### config.mk
export PLATFORM = sky130hd
export DESIGN_NAME = bhpq_controller
export DESIGN_NICKNAME = d
export VERILOG_FILES = /design/src/rtl/bhpq_pkg.sv /design/src/rtl/bhpq_controller.sv
export SDC_FILE = /design/constraint.sdc
export NUM_CORES = 1
export LEC_CHECK = 0
export BUFFER_PORTS_ARGS = -buffer_cell sky130_fd_sc_hd__buf_4
export CAP_MARGIN = 15
export CORE_AREA = 2 2 39 41
export DETAILED_ROUTE_END_ITERATION = 7
export DIE_AREA = 0 0 41 43
export PLACE_DENSITY = 0.8
export SLEW_MARGIN = 5
export SYNTH_ARGS = -nofsm -noshare
export SYNTH_HDL_FRONTEND = slang
export SYNTH_SLANG_ARGS = --single-unit
### constraint.sdc
create_clock -name clock -period 1.5 [get_ports clock]
set_input_delay 0.15 -clock clock [delete_from_list [all_inputs] [get_ports clock]]
set_output_delay 0.15 -clock clock [all_outputs]
set_load 0.005 [all_outputs]
### src/rtl/bhpq_pkg.sv
// Shared types, constants and the key ordering function for the binary heap queue.
// No dependencies; every other file refers to it by scoped names.
`timescale 1ns / 1ps

package bhpq_pkg;

   // Storage sizing
   localparam int CAPACITY = 128;
   localparam int POS_W    = $clog2(CAPACITY);
   localparam int CNT_W    = $clog2(CAPACITY + 1);
   localparam int KID_W    = POS_W + 2;
   localparam int KEY_W    = 32;
   localparam int OCC_W    = 8;

   typedef logic signed [KEY_W-1:0] key_type;
   typedef logic [POS_W-1:0]        pos_type;
   typedef logic [CNT_W-1:0]        cnt_type;
   typedef logic [KID_W-1:0]        kid_type;
   typedef logic [OCC_W-1:0]        occ_type;

   localparam key_type KEY_MAX = 32'sh7FFF_FFFF;

   // Request opcodes
   localparam logic [1:0] OP_INSERT = 2'd0;
   localparam logic [1:0] OP_REMOVE = 2'd1;
   localparam logic [1:0] OP_PEEK   = 2'd2;

   // Response status codes
   localparam logic [1:0] STAT_OK    = 2'd0;
   localparam logic [1:0] STAT_EMPTY = 2'd1;
   localparam logic [1:0] STAT_FULL  = 2'd2;

   // Response payload selection
   localparam logic [1:0] RES_ZERO  = 2'd0;
   localparam logic [1:0] RES_EMPTY = 2'd1;
   localparam logic [1:0] RES_FULL  = 2'd2;
   localparam logic [1:0] RES_TOP   = 2'd3;

   // Memory read address selection
   localparam logic [1:0] RD_ROOT_LAST = 2'd0;
   localparam logic [1:0] RD_PARENT    = 2'd1;
   localparam logic [1:0] RD_KIDS      = 2'd2;

   typedef struct packed {
      logic       load_insert;
      logic       load_remove;
      logic       load_peek;
      logic [1:0] rd_sel;
      logic       up_move;
      logic       down_move;
      logic       write_key;
      logic       load_rsp;
      logic [1:0] rsp_kind;
   } cmd_type;

   typedef struct packed {
      logic full;
      logic empty;
      logic pos_zero;
      logic has_kid;
      logic up_go;
      logic down_go;
   } dp_stat_type;

   // True when a sits strictly above b in the selected order
   function automatic logic key_before(input key_type a, input key_type b,
                                       input logic max_order);
      key_before = max_order ? (a > b) : (a < b);
   endfunction

endpackage

### src/rtl/bhpq_controller.sv
// Heap sequencer: request decode, sift-up / sift-down walk, response handshake.
// Depends on bhpq_pkg; drives bhpq_datapath through cmd_type.
`timescale 1ns / 1ps

module bhpq_controller (
   input  logic                  clock,
   input  logic                  reset,
   input  logic                  req_valid,
   output logic                  req_ready,
   input  logic [1:0]            req_opcode,
   output logic                  rsp_valid,
   input  logic                  rsp_ready,
   output bhpq_pkg::cmd_type     cmd,
   input  bhpq_pkg::dp_stat_type stat
);

   localparam logic [2:0] S_IDLE   = 3'd0;
   localparam logic [2:0] S_TOP    = 3'd1;
   localparam logic [2:0] S_UP_CHK = 3'd2;
   localparam logic [2:0] S_UP_CMP = 3'd3;
   localparam logic [2:0] S_DN_CHK = 3'd4;
   localparam logic [2:0] S_DN_CMP = 3'd5;
   localparam logic [2:0] S_RESP   = 3'd6;

   logic [2:0] state_ff, state_in;
   logic [1:0] kind_ff, kind_in;
   logic       remove_ff, remove_in;
   logic       rsp_valid_ff, rsp_valid_in;

   assign req_ready = state_ff == S_IDLE;
   assign rsp_valid = rsp_valid_ff;

   always_comb begin
      cmd          = '0;
      cmd.rsp_kind = kind_ff;
      state_in     = state_ff;
      kind_in      = kind_ff;
      remove_in    = remove_ff;
      rsp_valid_in = rsp_valid_ff & ~rsp_ready;

      unique case (state_ff)
         S_IDLE: begin
            cmd.rd_sel = bhpq_pkg::RD_ROOT_LAST;
            if (req_valid) begin
               remove_in = req_opcode == bhpq_pkg::OP_REMOVE;
               unique case (req_opcode) inside
                  bhpq_pkg::OP_INSERT: begin
                     if (stat.full) begin
                        kind_in  = bhpq_pkg::RES_FULL;
                        state_in = S_RESP;
                     end else begin
                        cmd.load_insert = 1'b1;
                        kind_in         = bhpq_pkg::RES_ZERO;
                        state_in        = S_UP_CHK;
                     end
                  end
                  bhpq_pkg::OP_REMOVE, bhpq_pkg::OP_PEEK: begin
                     if (stat.empty) begin
                        kind_in  = bhpq_pkg::RES_EMPTY;
                        state_in = S_RESP;
                     end else begin
                        kind_in  = bhpq_pkg::RES_TOP;
                        state_in = S_TOP;
                     end
                  end
                  default: begin
                     kind_in  = bhpq_pkg::RES_ZERO;
                     state_in = S_RESP;
                  end
               endcase
            end
         end
         S_TOP: begin
            if (remove_ff) begin
               cmd.load_remove = 1'b1;
               state_in        = S_DN_CHK;
            end else begin
               cmd.load_peek = 1'b1;
               state_in      = S_RESP;
            end
         end
         S_UP_CHK: begin
            cmd.rd_sel = bhpq_pkg::RD_PARENT;
            if (stat.pos_zero) begin
               cmd.write_key = 1'b1;
               state_in      = S_RESP;
            end else begin
               state_in = S_UP_CMP;
            end
         end
         S_UP_CMP: begin
            if (stat.up_go) begin
               cmd.up_move = 1'b1;
               state_in    = S_UP_CHK;
            end else begin
               cmd.write_key = 1'b1;
               state_in      = S_RESP;
            end
         end
         S_DN_CHK: begin
            cmd.rd_sel = bhpq_pkg::RD_KIDS;
            if (stat.has_kid) begin
               state_in = S_DN_CMP;
            end else begin
               cmd.write_key = 1'b1;
               state_in      = S_RESP;
            end
         end
         S_DN_CMP: begin
            cmd.rd_sel = bhpq_pkg::RD_KIDS;
            if (stat.down_go) begin
               cmd.down_move = 1'b1;
               state_in      = S_DN_CHK;
            end else begin
               cmd.write_key = 1'b1;
               state_in      = S_RESP;
            end
         end
         S_RESP: begin
            if (!rsp_valid_ff || rsp_ready) begin
               cmd.load_rsp = 1'b1;
               rsp_valid_in = 1'b1;
               state_in     = S_IDLE;
            end
         end
         default: begin
            state_in = S_IDLE;
         end
      endcase
   end

   always_ff @(posedge clock) begin
      if (reset) begin
         state_ff     <= S_IDLE;
         rsp_valid_ff <= 1'b0;
         kind_ff      <= bhpq_pkg::RES_ZERO;
         remove_ff    <= 1'b0;
      end else begin
         state_ff     <= state_in;
         rsp_valid_ff <= rsp_valid_in;
         kind_ff      <= kind_in;
         remove_ff    <= remove_in;
      end
   end

endmodule

==> qor.txt <==
switching power share of the total: 36.10%
R2R setup slack: 0.03 ns
r2r worst-path depth: 4
EDFF count, synth: 0
overall overflow remaining after global route: 0
period utilisation layout: 106.8%
routed wire length: 1420 um
CTS tree: done
Crit Path Category: flop to output pin
count of state elements after synthesis: 7
number of hold-repair buffers added at the cts stage: 0
number of pins with negative max-slew slack in the final report: 0
relative area change from synthesis to final layout: 59.38%
cell at the root of the clock tree: clkbuf_4
overall power after layout: 1.012 mW
number of placed instances with taps included: 109
average detailed-routed wire length per instance: 12.14 um
final antenna-violating net count: 0
Global Route Usage Sum: 20.30%
power density cells: 1220 nW/um^2
Slew HR: 73.09%
DPL Wire Length: 1057 um
DRC marker count from the first detailed-route iteration: 5
largest voltage drop on the vdd net: 799.6 uV
highest cell delay on the worst timing path: 0.54 ns
number of iterations in the first detailed-routing pass: 4
part of the Yosys area used for sequential elements: 26.92%
setup slack after layout: -0.1014 ns
capture instance of the worst register-to-register path: kind_ff[1]
CP startpoint: state_ff[1]
CP Cell Sequence: or4b_4 -> nor3b_2 -> buf_4
endpoint kind of the worst setup timing path: output pin
proportion of layout cells with a drive suffix above 1: 44.55%
nets in the synthesized netlist: 82
number of library cell types mapped by synthesis: 29
core area: 1384 sq um
highest-count cells in the layout ignoring fill and taps: buf_4 (32), nand2_1 (14), nor2_1 (5), dfxtp_1 (4)
initial antenna violation count: 0
crit path capture: cmd[10]
power share of the clock group: 16.9%
pin count of the biggest net entering global routing: 12
# DRC: 0
first-pass GRT wire length: 2463 um
Setup Total Neg Slack: -0.1014 ns
failing checks: negative setup slack
Pint: 646.6 uW
commonest non-fill, non-tap cell in the layout: buf_4
Net Switching: 365.4 uW
Cell Count, Final, Fillers Out: 117
proportion of register bits with asynchronous set or reset after synthesis: 0%
area of the die: 1763 sq um
number of antenna cells inserted: 0
Final nets: 117
warning count from the yosys run: 0
setup-violating endpoint count in the final report: 1
clock transition at the registers of the reported paths: 0.05 ns
synthesized cell area: 520.5 sq um
dominant synthesized flop cell: dfxtp_1
arrival time at the worst endpoint: 1.45 ns
kind of launch point of the worst setup path: flop
horizontal die dimension: 41 um
sequential share of power: 26.4%
Fmax achieved: 624.5 MHz
IO Port Bufs: 24
initial standard-cell utilization of the core: 37.61%
maximum buffer depth of the clock tree: 2
startpoint of the most critical register-to-register path: state_ff[1]
worst endpoint required time: 1.35 ns
final weighted congestion of routability-driven global placement: 0.8308
Layout Skew: 0.0001393 ns
min Tclk post-route: 1.601 ns
proportion of power drawn by combinational gates: 56.7%
RSZ-0062 raised after global routing: true
clock buffers created by TritonCTS: 3
Gate Count Post-Synth: 67
leakage component of the power: 0.3900 nW
count of pins on the block boundary: 25
clock insertion delay at the later pin of the skew report: 0.25 ns
pin slew with the least headroom to its limit: 0.3980 ns
number of rows in the core area: 14
number of sinks on the clock net: 7
biggest fanout along the worst timing path: 4
vias in the first global route: 606
syn_area_per_cell: 7.769 sq um
Hold Path Class: input port to flop
die height: 43 um
overall via count from detail_route: 643
max cap viols: 0
deepest level of the CTS H-tree: 1
final hold vios: 0
status: complete, but fails checks
cell with the largest stage delay on the worst path: or4b_4
DR vias/cell: 5.496
[final cells by class]
cell class	instances	area (sq um)
Clock buffer	4	26.28
Timing Repair Buffer	33	255.2
Inverter	3	11.26
Tap cell	16	20.02
Multi-Input combinational cell	54	370.4
Fill cell	133	554.3
Sequential cell	7	146.4
[worst max-delay path, delay by kind of cell, from the launching register on]
family	cells	cell delay (ns)
buffers and inverters	1	0.13
DFF	1	0.35
and+or+nand+nor	2	0.72
[kinds of logic after synthesis]
family | count (synthesis) | synth area share, %
AOI/OAI and AO/OA | 15 | 21.39
DFF | 7 | 26.92
muxes | 1 | 1.923
adders and majority gates | 3 | 7.212
buffers and inverters | 6 | 5.287
and+or+nand+nor | 35 | 37.26
[cells in the mapped netlist, drive strengths merged, types with 2 or more instances]
library cell	n	area [sq um]
a21oi	4	23.77
a211o	2	17.52
inv	3	11.26
a311oi	2	17.52
ha	3	37.54
nor2b	3	18.77
nand2	14	52.55
nor3	2	10.01
a22oi	2	15.01
dfxtp	7	140.1
buf	2	12.51
nor4b	3	26.28
o21ai	2	10.01
nor2	5	18.77
[power groups by stage]
stage / registers (mW) / logic [mW] / clock network [mW]
after floorplan: 0.253 / 0.299 / 0
after global placement: 0.269 / 0.479 / 0
after detailed placement: 0.271 / 0.485 / 0
after CTS: 0.262 / 0.557 / 0.176
after global routing: 0.272 / 0.637 / 0.200
final: 0.267 / 0.574 / 0.171
[through the flow]
stage / hold WS [ns] / setup WS (ns) / area [sq um] / utilization, %
2_1_floorplan: 0.2124 / 0.1542 / 520.5 / -
3_3_place_gp: 0.3707 / 0.08263 / 742.0 / 53.62
3_5_place_dp: 0.3749 / 0.08017 / 742.0 / 53.62
4_1_cts: 0.1095 / -0.07288 / 814.5 / 58.86
5_1_grt: 0.09958 / -0.1709 / 829.5 / 59.95
6_report: 0.1131 / -0.1014 / 829.5 / 59.95
[flip-flops by register name (all words and copies together) (netlist names)]
signal and cells:
state_ff 3, kind_ff 2, remove_ff 1, rsp_valid 1
[worst min path at each step]
stage	startpoint	end	slack, ns	cells after the start
3_3_place_gp	reset	kind_ff[1]	0.37	2
4_1_cts	reset	kind_ff[1]	0.11	2
6_report	reset	kind_ff[1]	0.11	2
2_1_floorplan	reset	kind_ff[1]	0.21	1
3_5_place_dp	reset	kind_ff[1]	0.37	2
5_1_grt	reset	kind_ff[1]	0.1	2
[metal layers]
layer | wire [um] | vias to the layer above | GRT usage [%]
li1 | - | 313 | -
met1 | 519 | 302 | 21.29
met2 | 753 | 26 | 33.44
met3 | 130 | 2 | 11.52
met4 | 15 | 0 | 4.667
met5 | 0 | - | 0
[repair_timing]
| item | 4_1_cts | 5_1_grt |
|---|---|---|
| pin swaps | 2 | 0 |
| setup endpoints to repair | 3 | 7 |
| gates resized for setup | 5 | 4 |
| setup buffers | 5 | 0 |
Note: power is estimated with default switching activity, not from simulation.
